File: config.mk
export PLATFORM = sky130hd
export DESIGN_NAME = multi_module_pulse_id_aligner_core
export DESIGN_NICKNAME = d
export VERILOG_FILES = /design/src/hdl/pia_pkg.sv /design/src/hdl/pia_head_ram.sv /design/src/hdl/pia_minmax.sv /design/src/hdl/pia_ctrl.sv /design/src/hdl/multi_module_pulse_id_aligner_core.sv
export SDC_FILE = /design/constraint.sdc
export NUM_CORES = 2
export LEC_CHECK = 0
export CORE_ASPECT_RATIO = 1.2
export CORE_MARGIN = 1.5
export CORE_UTILIZATION = 40
export CTS_BUF_LIST = sky130_fd_sc_hd__clkbuf_4 sky130_fd_sc_hd__clkbuf_8 sky130_fd_sc_hd__clkbuf_16
export DETAILED_ROUTE_END_ITERATION = 16
export DONT_BUFFER_PORTS = 1
export HOLD_SLACK_MARGIN = 0.1
export PLACE_DENSITY = 0.54
export REMOVE_ABC_BUFFERS = 1
export SYNTH_ARGS = -nofsm -noshare
export SYNTH_HDL_FRONTEND = slang
export SYNTH_HIERARCHICAL = 1
export SYNTH_SLANG_ARGS = --single-unit
File: constraint.sdc
create_clock -name aclk -period 31.9 [get_ports aclk]
set_input_delay 4.785 -clock aclk [delete_from_list [all_inputs] [get_ports aclk]]
set_output_delay 4.785 -clock aclk [all_outputs]
set_load 0.05 [all_outputs]
File: src/hdl/pia_pkg.sv
// shared types, codes and constants of the pulse id aligner
package pia_pkg;

    localparam int ID_W     = 64;
    localparam int SKIP_W   = 32;
    localparam int RETRY_W  = 8;
    localparam int COUNT_W  = 6;
    localparam int WANT_W   = 5;
    localparam int CFG_W    = 32;
    localparam int CFG_IDX_W = 2;

    localparam logic [CFG_IDX_W-1:0] CFG_MODULE_COUNT = 2'd0;
    localparam logic [CFG_IDX_W-1:0] CFG_OFFSET_LIMIT = 2'd1;
    localparam logic [CFG_IDX_W-1:0] CFG_RETRY_LIMIT  = 2'd2;

    localparam logic [COUNT_W-1:0] MODULE_COUNT_RST = 6'd1;
    localparam logic [CFG_W-1:0]   OFFSET_LIMIT_RST = 32'd1000;
    localparam logic [RETRY_W-1:0] RETRY_LIMIT_RST  = 8'd5;

    localparam logic [SKIP_W-1:0]  SKIP_SAT  = '1;
    localparam logic [RETRY_W-1:0] ROUND_SAT = '1;

    typedef enum logic [1:0] {
        ST_NEED    = 2'd0,
        ST_ALIGNED = 2'd1,
        ST_OFFSET  = 2'd2,
        ST_RETRY   = 2'd3
    } status_t;

    typedef enum logic {
        PH_GATHER,
        PH_CATCHUP
    } phase_t;

    typedef enum logic [2:0] {
        S_IDLE,
        S_PROC,
        S_ADV,
        S_ADV_CHK,
        S_SCAN,
        S_CHECK,
        S_OUT
    } state_t;

    typedef struct packed {
        status_t             status;
        logic [WANT_W-1:0]   want_module;
        logic [ID_W-1:0]     aligned_id;
        logic [SKIP_W-1:0]   lost_pulses;
    } res_t;

    typedef struct packed {
        logic clear;
        logic sample;
    } scan_ctl_t;

    function automatic res_t make_res(input status_t st, input logic [WANT_W-1:0] want,
                                      input logic [ID_W-1:0] id,
                                      input logic [SKIP_W-1:0] lost);
        res_t r;
        r.status      = st;
        r.want_module = want;
        r.aligned_id  = id;
        r.lost_pulses = lost;
        return r;
    endfunction

endpackage

File: src/hdl/pia_head_ram.sv
// module head memory, one write and one registered read port
module pia_head_ram #(
    parameter int DEPTH = 32,
    parameter int AW    = 5
) (
    input  logic                     aclk,
    input  logic                     we,
    input  logic [AW-1:0]            waddr,
    input  logic [pia_pkg::ID_W-1:0] wdata,
    input  logic                     re,
    input  logic [AW-1:0]            raddr,
    output logic [pia_pkg::ID_W-1:0] rdata
);
    import pia_pkg::*;

    logic [ID_W-1:0] mem_reg [DEPTH];
    logic [ID_W-1:0] rdata_reg;

    always_ff @(posedge aclk) begin
        if (we) begin
            mem_reg[waddr] <= wdata;
        end
    end

    always_ff @(posedge aclk) begin
        if (re) begin
            rdata_reg <= mem_reg[raddr];
        end
    end

    assign rdata = rdata_reg;

endmodule

File: src/hdl/pia_minmax.sv
// running minimum and maximum of the head ids read during a round start
module pia_minmax (
    input  logic                      aclk,
    input  pia_pkg::scan_ctl_t        ctl,
    input  logic [pia_pkg::ID_W-1:0]  data,
    output logic [pia_pkg::ID_W-1:0]  lo,
    output logic [pia_pkg::ID_W-1:0]  hi
);
    import pia_pkg::*;

    logic [ID_W-1:0] lo_reg;
    logic [ID_W-1:0] hi_reg;

    always_ff @(posedge aclk) begin
        if (ctl.clear) begin
            lo_reg <= '1;
            hi_reg <= '0;
        end else if (ctl.sample) begin
            if (data < lo_reg) begin
                lo_reg <= data;
            end
            if (data > hi_reg) begin
                hi_reg <= data;
            end
        end
    end

    assign lo = lo_reg;
    assign hi = hi_reg;

endmodule

File: src/hdl/pia_ctrl.sv
// alignment sequencer: gather, round start scan, catch-up and result register
module pia_ctrl #(
    parameter int MAX_MODULES = 32
) (
    input  logic                          aclk,
    input  logic                          aresetn,
    input  logic [pia_pkg::COUNT_W-1:0]   cfg_module_count,
    input  logic [pia_pkg::CFG_W-1:0]     cfg_offset_limit,
    input  logic [pia_pkg::RETRY_W-1:0]   cfg_retry_limit,
    input  logic                          s_valid,
    output logic                          s_ready,
    input  logic [pia_pkg::ID_W-1:0]      s_pulse_id,
    output logic                          m_valid,
    input  logic                          m_ready,
    output pia_pkg::res_t                 m_res,
    output logic                          ram_we,
    output logic [((MAX_MODULES > 1) ? $clog2(MAX_MODULES) : 1)-1:0] ram_waddr,
    output logic [pia_pkg::ID_W-1:0]      ram_wdata,
    output logic                          ram_re,
    output logic [((MAX_MODULES > 1) ? $clog2(MAX_MODULES) : 1)-1:0] ram_raddr,
    input  logic [pia_pkg::ID_W-1:0]      ram_rdata,
    output pia_pkg::scan_ctl_t            scan_ctl,
    input  logic [pia_pkg::ID_W-1:0]      scan_lo,
    input  logic [pia_pkg::ID_W-1:0]      scan_hi
);
    import pia_pkg::*;

    localparam int AW = (MAX_MODULES > 1) ? $clog2(MAX_MODULES) : 1;
    localparam int CW = $clog2(MAX_MODULES + 1);

    state_t              state_reg, state_next;
    phase_t              phase_reg, phase_next;
    logic [CW-1:0]       cm_reg, cm_next;
    logic [CW-1:0]       scan_idx_reg, scan_idx_next;
    logic [ID_W-1:0]     target_reg, target_next;
    logic                all_eq_reg, all_eq_next;
    logic [RETRY_W-1:0]  rc_reg, rc_next;
    logic [SKIP_W-1:0]   mskip_reg, mskip_next;
    logic [SKIP_W-1:0]   rskip_reg, rskip_next;
    logic [SKIP_W-1:0]   total_reg, total_next;
    logic                rd_vld_reg, rd_vld_next;
    logic                m_valid_reg, m_valid_next;
    logic [ID_W-1:0]     id_reg, id_next;
    logic [ID_W-1:0]     head0_reg, head0_next;
    res_t                res_reg, res_next;
    res_t                m_res_reg, m_res_next;

    logic [CW-1:0]       n_eff;
    logic [CW-1:0]       cm_inc;
    logic [SKIP_W-1:0]   mskip_inc;
    logic [SKIP_W:0]     total_sum;
    logic [SKIP_W-1:0]   total_sat;
    logic [RETRY_W-1:0]  rc_inc;

    // zero acts as one module, anything beyond the memory as all of it
    always_comb begin
        if (cfg_module_count == '0) begin
            n_eff = CW'(1);
        end else if (int'(cfg_module_count) > MAX_MODULES) begin
            n_eff = CW'(MAX_MODULES);
        end else begin
            n_eff = CW'(cfg_module_count);
        end
    end

    assign cm_inc    = cm_reg + 1'b1;
    assign mskip_inc = (mskip_reg == SKIP_SAT) ? mskip_reg : mskip_reg + 1'b1;
    assign total_sum = {1'b0, total_reg} + {1'b0, rskip_reg};
    assign total_sat = total_sum[SKIP_W] ? SKIP_SAT : total_sum[SKIP_W-1:0];
    assign rc_inc    = (rc_reg == ROUND_SAT) ? rc_reg : rc_reg + 1'b1;

    assign s_ready = (state_reg == S_IDLE);
    assign m_valid = m_valid_reg;
    assign m_res   = m_res_reg;

    always_ff @(posedge aclk) begin
        if (!aresetn) begin
            state_reg    <= S_IDLE;
            phase_reg    <= PH_GATHER;
            cm_reg       <= '0;
            scan_idx_reg <= '0;
            target_reg   <= '0;
            all_eq_reg   <= 1'b1;
            rc_reg       <= '0;
            mskip_reg    <= '0;
            rskip_reg    <= '0;
            total_reg    <= '0;
            rd_vld_reg   <= 1'b0;
            m_valid_reg  <= 1'b0;
        end else begin
            state_reg    <= state_next;
            phase_reg    <= phase_next;
            cm_reg       <= cm_next;
            scan_idx_reg <= scan_idx_next;
            target_reg   <= target_next;
            all_eq_reg   <= all_eq_next;
            rc_reg       <= rc_next;
            mskip_reg    <= mskip_next;
            rskip_reg    <= rskip_next;
            total_reg    <= total_next;
            rd_vld_reg   <= rd_vld_next;
            m_valid_reg  <= m_valid_next;
        end
    end

    always_ff @(posedge aclk) begin
        id_reg    <= id_next;
        head0_reg <= head0_next;
        res_reg   <= res_next;
        m_res_reg <= m_res_next;
    end

    always_comb begin
        state_next    = state_reg;
        phase_next    = phase_reg;
        cm_next       = cm_reg;
        scan_idx_next = scan_idx_reg;
        target_next   = target_reg;
        all_eq_next   = all_eq_reg;
        rc_next       = rc_reg;
        mskip_next    = mskip_reg;
        rskip_next    = rskip_reg;
        total_next    = total_reg;
        rd_vld_next   = 1'b0;
        m_valid_next  = m_valid_reg && !m_ready;
        id_next       = id_reg;
        head0_next    = head0_reg;
        res_next      = res_reg;
        m_res_next    = m_res_reg;
        ram_we        = 1'b0;
        ram_waddr     = cm_reg[AW-1:0];
        ram_wdata     = id_reg;
        ram_re        = 1'b0;
        ram_raddr     = cm_reg[AW-1:0];
        scan_ctl      = '0;

        case (state_reg)
            S_IDLE: begin
                if (s_valid) begin
                    id_next    = s_pulse_id;
                    state_next = S_PROC;
                end
            end

            S_PROC: begin
                if (phase_reg == PH_GATHER) begin
                    ram_we = 1'b1;
                    if (cm_reg == '0) begin
                        head0_next = id_reg;
                    end else if (id_reg != head0_reg) begin
                        all_eq_next = 1'b0;
                    end
                    cm_next = cm_inc;
                    if (cm_inc < n_eff) begin
                        res_next   = make_res(ST_NEED, WANT_W'(cm_inc), '0, '0);
                        state_next = S_OUT;
                    end else if (all_eq_next) begin
                        res_next   = make_res(ST_ALIGNED, '0, head0_next, '0);
                        state_next = S_OUT;
                    end else if (rc_reg >= cfg_retry_limit) begin
                        res_next   = make_res(ST_RETRY, '0, '0, '0);
                        state_next = S_OUT;
                    end else begin
                        scan_ctl.clear = 1'b1;
                        scan_idx_next  = '0;
                        state_next     = S_SCAN;
                    end
                end else if (cm_reg < n_eff) begin
                    ram_we = 1'b1;
                    if (cm_reg == '0) begin
                        head0_next = id_reg;
                    end
                    if (id_reg < target_reg) begin
                        mskip_next = mskip_inc;
                        res_next   = make_res(ST_NEED, WANT_W'(cm_reg), '0, '0);
                        state_next = S_OUT;
                    end else begin
                        if (mskip_inc > rskip_reg) begin
                            rskip_next = mskip_inc;
                        end
                        if (id_reg != target_reg) begin
                            all_eq_next = 1'b0;
                        end
                        mskip_next = '0;
                        cm_next    = cm_inc;
                        state_next = S_ADV;
                    end
                end else begin
                    state_next = S_ADV;
                end
            end

            S_ADV: begin
                if (cm_reg < n_eff) begin
                    ram_re     = 1'b1;
                    state_next = S_ADV_CHK;
                end else begin
                    total_next = total_sat;
                    rc_next    = rc_inc;
                    if (all_eq_reg) begin
                        res_next   = make_res(ST_ALIGNED, '0, head0_reg, total_sat);
                        state_next = S_OUT;
                    end else if (rc_inc >= cfg_retry_limit) begin
                        res_next   = make_res(ST_RETRY, '0, '0, '0);
                        state_next = S_OUT;
                    end else begin
                        scan_ctl.clear = 1'b1;
                        scan_idx_next  = '0;
                        state_next     = S_SCAN;
                    end
                end
            end

            S_ADV_CHK: begin
                if (ram_rdata >= target_reg) begin
                    if (ram_rdata != target_reg) begin
                        all_eq_next = 1'b0;
                    end
                    cm_next    = cm_inc;
                    state_next = S_ADV;
                end else begin
                    res_next   = make_res(ST_NEED, WANT_W'(cm_reg), '0, '0);
                    state_next = S_OUT;
                end
            end

            S_SCAN: begin
                scan_ctl.sample = rd_vld_reg;
                if (scan_idx_reg < n_eff) begin
                    ram_re        = 1'b1;
                    ram_raddr     = scan_idx_reg[AW-1:0];
                    scan_idx_next = scan_idx_reg + 1'b1;
                    rd_vld_next   = 1'b1;
                end else if (!rd_vld_reg) begin
                    state_next = S_CHECK;
                end
            end

            S_CHECK: begin
                if ((scan_hi - scan_lo) > ID_W'(cfg_offset_limit)) begin
                    res_next   = make_res(ST_OFFSET, '0, '0, '0);
                    state_next = S_OUT;
                end else begin
                    target_next = scan_hi;
                    all_eq_next = 1'b1;
                    rskip_next  = '0;
                    mskip_next  = '0;
                    cm_next     = '0;
                    phase_next  = PH_CATCHUP;
                    state_next  = S_ADV;
                end
            end

            S_OUT: begin
                if (!m_valid_reg || m_ready) begin
                    m_res_next   = res_reg;
                    m_valid_next = 1'b1;
                    // final result: back to gathering from module zero
                    if (res_reg.status != ST_NEED) begin
                        phase_next  = PH_GATHER;
                        cm_next     = '0;
                        all_eq_next = 1'b1;
                        rc_next     = '0;
                        mskip_next  = '0;
                        rskip_next  = '0;
                        total_next  = '0;
                    end
                    state_next = S_IDLE;
                end
            end

            default: begin
                state_next = S_IDLE;
            end
        endcase
    end

endmodule

File: src/hdl/multi_module_pulse_id_aligner_core.sv
// top level of the multi-module pulse id aligner
//
// Aligns the pulse id streams of up to MAX_MODULES detector modules. Every input
// transaction carries the next pulse id of the module named by the last result
// with status "need word" (module zero after reset and after any final result),
// and every input transaction yields exactly one result transaction. A plain
// gather or catch-up word passes through the processing and output states into
// the output register; a catch-up word that finishes a module adds one read of
// the head memory plus a compare for every further module head that has to be
// checked against the round target. Ending a round and starting the next one
// scans all module heads through the single read port of the head memory before
// the spread is checked. Results leave through an output register, and a new
// transaction is taken once its result is placed there.
module multi_module_pulse_id_aligner_core #(
    parameter int MAX_MODULES = 32
) (
    input  logic                            aclk,
    input  logic                            aresetn,
    input  logic                            cfg_wr_en,
    input  logic [pia_pkg::CFG_IDX_W-1:0]   cfg_index,
    input  logic [pia_pkg::CFG_W-1:0]       cfg_data,
    input  logic                            s_valid,
    output logic                            s_ready,
    input  logic [pia_pkg::ID_W-1:0]        s_pulse_id,
    output logic                            m_valid,
    input  logic                            m_ready,
    output logic [1:0]                      m_status,
    output logic [pia_pkg::WANT_W-1:0]      m_want_module,
    output logic [pia_pkg::ID_W-1:0]        m_aligned_id,
    output logic [pia_pkg::SKIP_W-1:0]      m_lost_pulses
);
    import pia_pkg::*;

    localparam int AW = (MAX_MODULES > 1) ? $clog2(MAX_MODULES) : 1;

    logic [COUNT_W-1:0] module_count_reg;
    logic [CFG_W-1:0]   offset_limit_reg;
    logic [RETRY_W-1:0] retry_limit_reg;

    res_t               m_res;
    logic               ram_we;
    logic [AW-1:0]      ram_waddr;
    logic [ID_W-1:0]    ram_wdata;
    logic               ram_re;
    logic [AW-1:0]      ram_raddr;
    logic [ID_W-1:0]    ram_rdata;
    scan_ctl_t          scan_ctl;
    logic [ID_W-1:0]    scan_lo;
    logic [ID_W-1:0]    scan_hi;

    always_ff @(posedge aclk) begin
        if (!aresetn) begin
            module_count_reg <= MODULE_COUNT_RST;
            offset_limit_reg <= OFFSET_LIMIT_RST;
            retry_limit_reg  <= RETRY_LIMIT_RST;
        end else if (cfg_wr_en) begin
            case (cfg_index)
                CFG_MODULE_COUNT: module_count_reg <= cfg_data[COUNT_W-1:0];
                CFG_OFFSET_LIMIT: offset_limit_reg <= cfg_data;
                CFG_RETRY_LIMIT:  retry_limit_reg  <= cfg_data[RETRY_W-1:0];
                default: begin
                end
            endcase
        end
    end

    pia_head_ram #(
        .DEPTH (MAX_MODULES),
        .AW    (AW)
    ) u_head_ram (
        .aclk  (aclk),
        .we    (ram_we),
        .waddr (ram_waddr),
        .wdata (ram_wdata),
        .re    (ram_re),
        .raddr (ram_raddr),
        .rdata (ram_rdata)
    );

    pia_minmax u_minmax (
        .aclk (aclk),
        .ctl  (scan_ctl),
        .data (ram_rdata),
        .lo   (scan_lo),
        .hi   (scan_hi)
    );

    pia_ctrl #(
        .MAX_MODULES (MAX_MODULES)
    ) u_ctrl (
        .aclk             (aclk),
        .aresetn          (aresetn),
        .cfg_module_count (module_count_reg),
        .cfg_offset_limit (offset_limit_reg),
        .cfg_retry_limit  (retry_limit_reg),
        .s_valid          (s_valid),
        .s_ready          (s_ready),
        .s_pulse_id       (s_pulse_id),
        .m_valid          (m_valid),
        .m_ready          (m_ready),
        .m_res            (m_res),
        .ram_we           (ram_we),
        .ram_waddr        (ram_waddr),
        .ram_wdata        (ram_wdata),
        .ram_re           (ram_re),
        .ram_raddr        (ram_raddr),
        .ram_rdata        (ram_rdata),
        .scan_ctl         (scan_ctl),
        .scan_lo          (scan_lo),
        .scan_hi          (scan_hi)
    );

    assign m_status      = m_res.status;
    assign m_want_module = m_res.want_module;
    assign m_aligned_id  = m_res.aligned_id;
    assign m_lost_pulses = m_res.lost_pulses;

endmodule

* Yosys cells after proc, flatten, opt, wreduce, memory -nomap -nowiden
Memory sizes are Yosys's and may differ from the RTL's. A register that Yosys moved wholly into a read port is not among the register bits. Index checks and enable logic that the tools add are counted.
Storage, ports and cells: bits in registers 695, memories kept 1, memory bits (writable) 2048, output and inout bits 105, word-level logic and storage cells 231, bits of input ports 103
Cells by class: $lt $le $gt $ge 12, equality and inequality tests 42, reduce and logical (&&, ||, !) cells 34, bitwise gates (word level) 1, mux-type cells 108, add/subtract/negate cells 6
Memories:
- u_head_ram.mem_reg | words 32, width 64, read ports 1, clocked after memory_dff 1, write ports 1, RTL line pia_head_ram.sv:16 | logic [ID_W-1:0] mem_reg [DEPTH];
Operators with widths (count):
- 2-to-1 mux 103 bit | 11
- 2-to-1 mux 32 bit | 13
- case mux 103 bit (4 select lines) | 1
- 2-to-1 mux 64 bit | 3
- inequality test 64 bit | 3
- case mux 32 bit (3 select lines) | 2
- less-than comparator 64 bit | 2
- 2-to-1 mux 6 bit | 17
- greater-or-equal comparator 64 bit | 1
- greater-than comparator 64 x 32 -> 1 bit | 1
- greater-than comparator 64 bit | 1
- case mux 32 bit (2 select lines) | 1
- subtractor 64 bit | 1
- 2-to-1 mux 3 bit | 13
- adder 32 x 32 -> 33 bit | 1
- adder 32 x 1 -> 32 bit, second input constant | 1
- equality test 32 bit, second input constant | 1
- greater-than comparator 32 bit | 1
- 2-to-1 mux 8 bit | 4
- 2-to-1 mux 1 bit | 31
- inequality test 2 bit, second input constant | 14
- case mux 6 bit (4 select lines) | 1
- case mux 3 bit (7 select lines) | 1
- AND reduction 2 bit | 10
- other kinds (36) | 68

* Logic depth before layout (Yosys ltp)
depth in word-level cells 9, mapped depth 28, depth with buffers taken out 24

* Cells and area by module
The synthesis kept the hierarchy.
Modules (own cells, without submodules):
- pia_head_ram | cells each 3097, times used 1, seq. area each 63420.8 um2, area each 79607.6 um2
- pia_ctrl | cells each 3387, times used 1, seq. area each 13773.2 um2, area each 33064.2 um2
- pia_minmax | cells each 1005, times used 1, seq. area each 2562.5 um2, area each 8648.3 um2
- multi_module_pulse_id_aligner_core | cells each 196, times used 1, seq. area each 920.9 um2, area each 1873.0 um2

* Worst setup path before layout
Ideal clock, no wire load.
path kind register to register, start point reg u_minmax.lo_reg[0], in the netlist u_minmax/lo[0], end point reg u_ctrl/res_reg[0] in the netlist's numbering, enable pin, slack 19874 ps, setup time 718 ps, path buffers 0, period minus slack after synthesis 12026 ps, data required time 31182 ps, arrival time 11308 ps, cell stages (with the launch flop) 23, path through dfxtp_1 ha_1 inv_1 fa_1 a211oi_1 o21ai_1 a31oi_4 o211a_4 o21ai_0 a21oi_1 xnor2_1 ha_1 nand4_1 nand2b_1 a211o_1 o211a_1 o22ai_1 a2111oi_0 nand4_1 nor4_1 nand4_1 nor2_1 a211oi_1
Between the ends: cells in the longest elaborated chain, start to end 4
Ends and longest elaborated chain:
- start, declared | RTL line pia_minmax.sv:11 | logic [ID_W-1:0] lo_reg;
- start signal, assigned | RTL line pia_minmax.sv:20 | lo_reg <= data;
- subtractor 64 bit | RTL line pia_ctrl.sv:240 | if ((scan_hi - scan_lo) > ID_W'(cfg_offset_limit)) begin
- greater-than comparator 64 x 32 -> 1 bit | RTL line pia_ctrl.sv:240
- inequality test 2 x 1 -> 1 bit (no source line)
- AND reduction 8 bit (no source line)
- end signal, assigned | RTL line pia_ctrl.sv:109 | res_reg <= res_next;
- end, declared | RTL line pia_ctrl.sv:45 | res_t res_reg, res_next;
Every way passes these cells. A chain may end at the register's enable or synchronous reset.

* Final worst setup path
start point reg module_count_reg[5], end point reg u_head_ram.rdata_reg[37], in the netlist u_head_ram/rdata[37] (read register of u_head_ram.mem_reg), data pin
Between the ends: cells in the longest elaborated chain, start to end 6, elaborated cells on any way between the ends 11, classes of those cells order compare (3); mux (7); reduce/logical (1)
Ends and longest elaborated chain:
- start, declared | RTL line multi_module_pulse_id_aligner_core.sv:36 | logic [COUNT_W-1:0] module_count_reg;
- start signal, assigned | RTL line multi_module_pulse_id_aligner_core.sv:58 | CFG_MODULE_COUNT: module_count_reg <= cfg_data[COUNT_W-1:0];
- greater-than comparator 6 bit | RTL line pia_ctrl.sv:59 | end else if (int'(cfg_module_count) > MAX_MODULES) begin
- 2-to-1 mux 6 bit | RTL line pia_ctrl.sv:59
- 2-to-1 mux 6 bit (*) | RTL line pia_ctrl.sv:57 | if (cfg_module_count == '0) begin
- less-than comparator 6 bit (*) | RTL line pia_ctrl.sv:229 | if (scan_idx_reg < n_eff) begin
- 2-to-1 mux 5 bit (*) | RTL line pia_ctrl.sv:229
- 2-to-1 mux 5 bit (*) | RTL line pia_ctrl.sv:137 | case (state_reg)
- named net ram_raddr[0] | RTL line multi_module_pulse_id_aligner_core.sv:45 | logic [AW-1:0] ram_raddr;
- end, declared | RTL line pia_head_ram.sv:17 | logic [ID_W-1:0] rdata_reg;
The timed path passes the listed nets; every way through them passes the cells marked *.

==> impl_metrics.py <==
metrics = {
    "synthesis": {
        "synth_edf_count": 2446,
        "synthSimpleGateAreaFrac_pct": 5.67,
        "synthXorXnorAreaFrac_pct": 1.21,
        "synth_cell_types": 111,
        "synth_top_family_by_area": "multiplexers",
        "ys_seq_elements": 2807,
        "syn-mean-instance-area_um2": 16.0,
        "ys_async_sr_fraction_pct": 0,
        "synth_cells": 7685,
        "synthAdderAreaFrac_pct": 4.60,
        "synth_warnings": 6,
        "synth.mux.area_fraction_pct": 14.1,
        "yosys-top-cells-area": "edfxtp_1 (60%), mux4_2 (11%), dfxtp_1 (5.9%), ha_1 (4.6%), mux2i_1 (1.8%)",
        "synth_top_cell_by_area": "edfxtp_1",
        "synth_compound_area_share_pct": 6.08,
        "netlist.area_leader.share_pct": 59.6,
        "ys_seq_area_share_pct": 65.5,
        "synthesis.area_um2": 123000,
        "ys.flop_type": "edfxtp_1",
    },
    "critical_path": {
        "critPathCaptureType": "register",
        "critPathSlowestCell": "buf_4",
        "setup.worst_path.class": "register to register",
        "crit_required_ps": 32510,
        "slowest_delay_ps": 760,
        "arrival_ps": 8810,
        "rrSetupSlack_ps": 23700,
        "cp-start-kind": "register",
        "crit_fanout": 95,
        "cpMostUsedCell": "buf_12",
        "worstPathCellList": "clkinv_1 > nand2_1 > ha_1 > o21a_1 > o21a_1 > o21a_1 > o21ai_0 > nand2b_1 > a211oi_2 > buf_4 > nand2_1 > o21ai_4 > buf_4 > buf_12 > buf_12 > buf_4 > buf_12 > buf_12 > mux4_2 > mux4_2 > mux2_2",
    },
    "pwr": {
        "swShare_pct": 33.4,
        "p_switching_mw": 4.02,
        "p_seq_share_pct": 41.7,
        "power.density_nw_per_um2": 87.0,
        "max-vdd-ir-drop_v": 0.0000714,
        "p_int_mw": 8.01,
        "finalPower_mw": 12.0,
        "power_frac_clock_pct": 29.2,
        "leakage_nw": 45.5,
        "p_comb_share_pct": 29.1,
    },
    "clock_network": {
        "cts_tree": "built",
        "numClockSinks": 2807,
        "clk_latency_ps": 900,
        "cts_root_buf": "clkbuf_16",
        "post_cts_buffers": 0,
        "cts_buffer_depth": 4,
        "cts_hold_buffers": 0,
        "cts_buffers": 302,
        "clk_pin_slew_ps": 60,
        "cts_resized": 0,
        "htree_levels": 5,
    },
    "sta": {
        "grt_setup_unrepaired": "no",
        "clock.fmax_mhz": 122,
        "relSlewSlack_pct": 15.4,
        "hold_violations": 0,
        "setup_violations": 0,
        "setup_ws_ps": 23700,
        "clock_skew_ps": 75.6,
        "min_period_over_period_pct": 25.7,
        "period_needed_ps": 8200,
        "drv_slew": 0,
        "worst-slew-pin-transition_ps": 1270,
    },
    "grt": {
        "grt_start_max_net_pins": 152,
        "grt_pass1_vias": 71416,
        "grt_antenna_before_repair": 17,
        "grt_overflow": 0,
        "grt_usage_pct": 24.2,
        "grt_pass1_wl_mm": 535,
    },
    "detailed_routing": {
        "ant_nets": 0,
        "routed_wl_mm": 381,
        "drtPass1Iterations": 6,
        "viasPerCell": 5.91,
        "drc": 0,
        "drtIter0Drc": 7647,
        "num_vias": 71579,
        "wl_per_cell_um": 31.4,
    },
    "finish": {
        "utilization_pct": 45.0,
        "final_common_cell": "edfxtp_1",
        "final_nets": 8377,
        "largest_reg_flops": 2048,
        "area_growth_pct": 12.2,
        "final_cells": 12119,
        "layout_common_cells": "edfxtp_1 (2446), mux4_2 (602), ha_1 (450)",
        "drive_gt1_share_pct": 19.3,
    },
    "floorplan": {
        "num_io_pins": 208,
        "rows": 223,
        "fp.dieW_um": 510,
        "core_um2": 307000,
        "die_y_um": 611,
        "die-area_um2": 311000,
        "start_util_pct": 40.1,
    },
    "placement": {
        "hpwl_mm": 238,
        "io_buffers": 0,
        "pre_cts_slack_ps": 23410,
        "gp_congestion": 0.905,
        "place_inst": 11568,
    },
    "run": {
        "maxCapViolCount": 0,
    },
    "status": {
        "status": "completed",
    },
    "worst_hold_path": {
        "hold_class": "register to register",
    },
}
## routing by layer
| metal | global-route usage [%] | part of all wire [%] | vias up |
|---|---|---|---|
| li1 | - | - | 30544 |
| met1 | 32.8 | 42 | 37877 |
| met4 | 9.21 | 4.1 | 2 |
| met3 | 3.05 | 5.9 | 562 |
| met2 | 39.7 | 48 | 2594 |
| met5 | 0 | 0.0045 | - |
## kinds of logic (layout without fill, tap and decap cells)
family | count (synthesis) | after routing
DFF | 2807 | 2807
and+or+nand+nor | 1388 | 1388
AOI/OAI and AO/OA | 1133 | 1133
muxes | 964 | 964
buffers and inverters | 771 | 1147
adders and majority gates | 452 | 452
xor gates and xnor gates | 170 | 170
other | 0 | 8
## cell type report
class,instances,area (um^2)
flip-flops and latches,2807,80700
repair buffers,205,1640
inverters,399,1510
clock inverters,162,1500
clock buffers,381,8340
diodes,8,20.0
multi-input cells,4107,39500
fillers,26699,169000
well taps,4050,5070
## power groups by stage
stage	Sequential (mW)	Clock [mW]	Combinational, mW
after global routing	5.05	3.72	3.78
after floorplan	5.06	0	3.92
final	5.02	3.51	3.50
after detailed placement	5.09	0	3.50
after global placement	5.08	0	3.44
after CTS	5.02	3.59	3.52
## cells in the mapped netlist, drive strengths merged, types with 138 or more instances
cell / n
mux2: 146
edfxtp: 2446
nor2: 398
mux2i: 216
buf: 182
ha: 450
nand2b: 158
clkbuf: 190
a21oi: 333
mux4: 602
inv: 398
nand3: 138
nand2: 292
dfxtp: 361
o21ai: 262
## stage by stage
| step | area (um^2) | setup TNS, ps | hold slack, ps |
|---|---|---|---|
| CTS | 138000 | 0 | 392 |
| finish | 138000 | 0 | 401 |
| global route | 138000 | 0 | 405 |
| global placement | 128000 | 0 | 403 |
| floorplan | 121000 | -2292820 | 400 |
| detailed placement | 128000 | 0 | 405 |
## critical path: cells and delay by family, from the launching register on
| family | cells | cell delay, ps |
|---|---|---|
| adders and majority gates | 1 | 250 |
| AOI/OAI and AO/OA | 6 | 890 |
| and+or+nand+nor | 3 | 410 |
| DFF | 1 | 370 |
| muxes | 3 | 1380 |
| buffers and inverters | 8 | 4160 |
## path summary, 6_finish.rpt
| kind | from | to | cells past startpoint |
|---|---|---|---|
| min reg2reg | u_ctrl/res_reg[13]$_DFFE_PP_ | u_ctrl/m_res[13]$_DFFE_PP_ | 0 |
| max reg2reg | module_count_reg[5]$_SDFFE_PN0P_ | u_head_ram/rdata[37]$_DFFE_PP_ | 21 |
| max | module_count_reg[5]$_SDFFE_PN0P_ | u_head_ram/rdata[37]$_DFFE_PP_ | 21 |
| min | u_ctrl/res_reg[13]$_DFFE_PP_ | u_ctrl/m_res[13]$_DFFE_PP_ | 0 |
No activity file was read; power rests on OpenSTA's default activity.
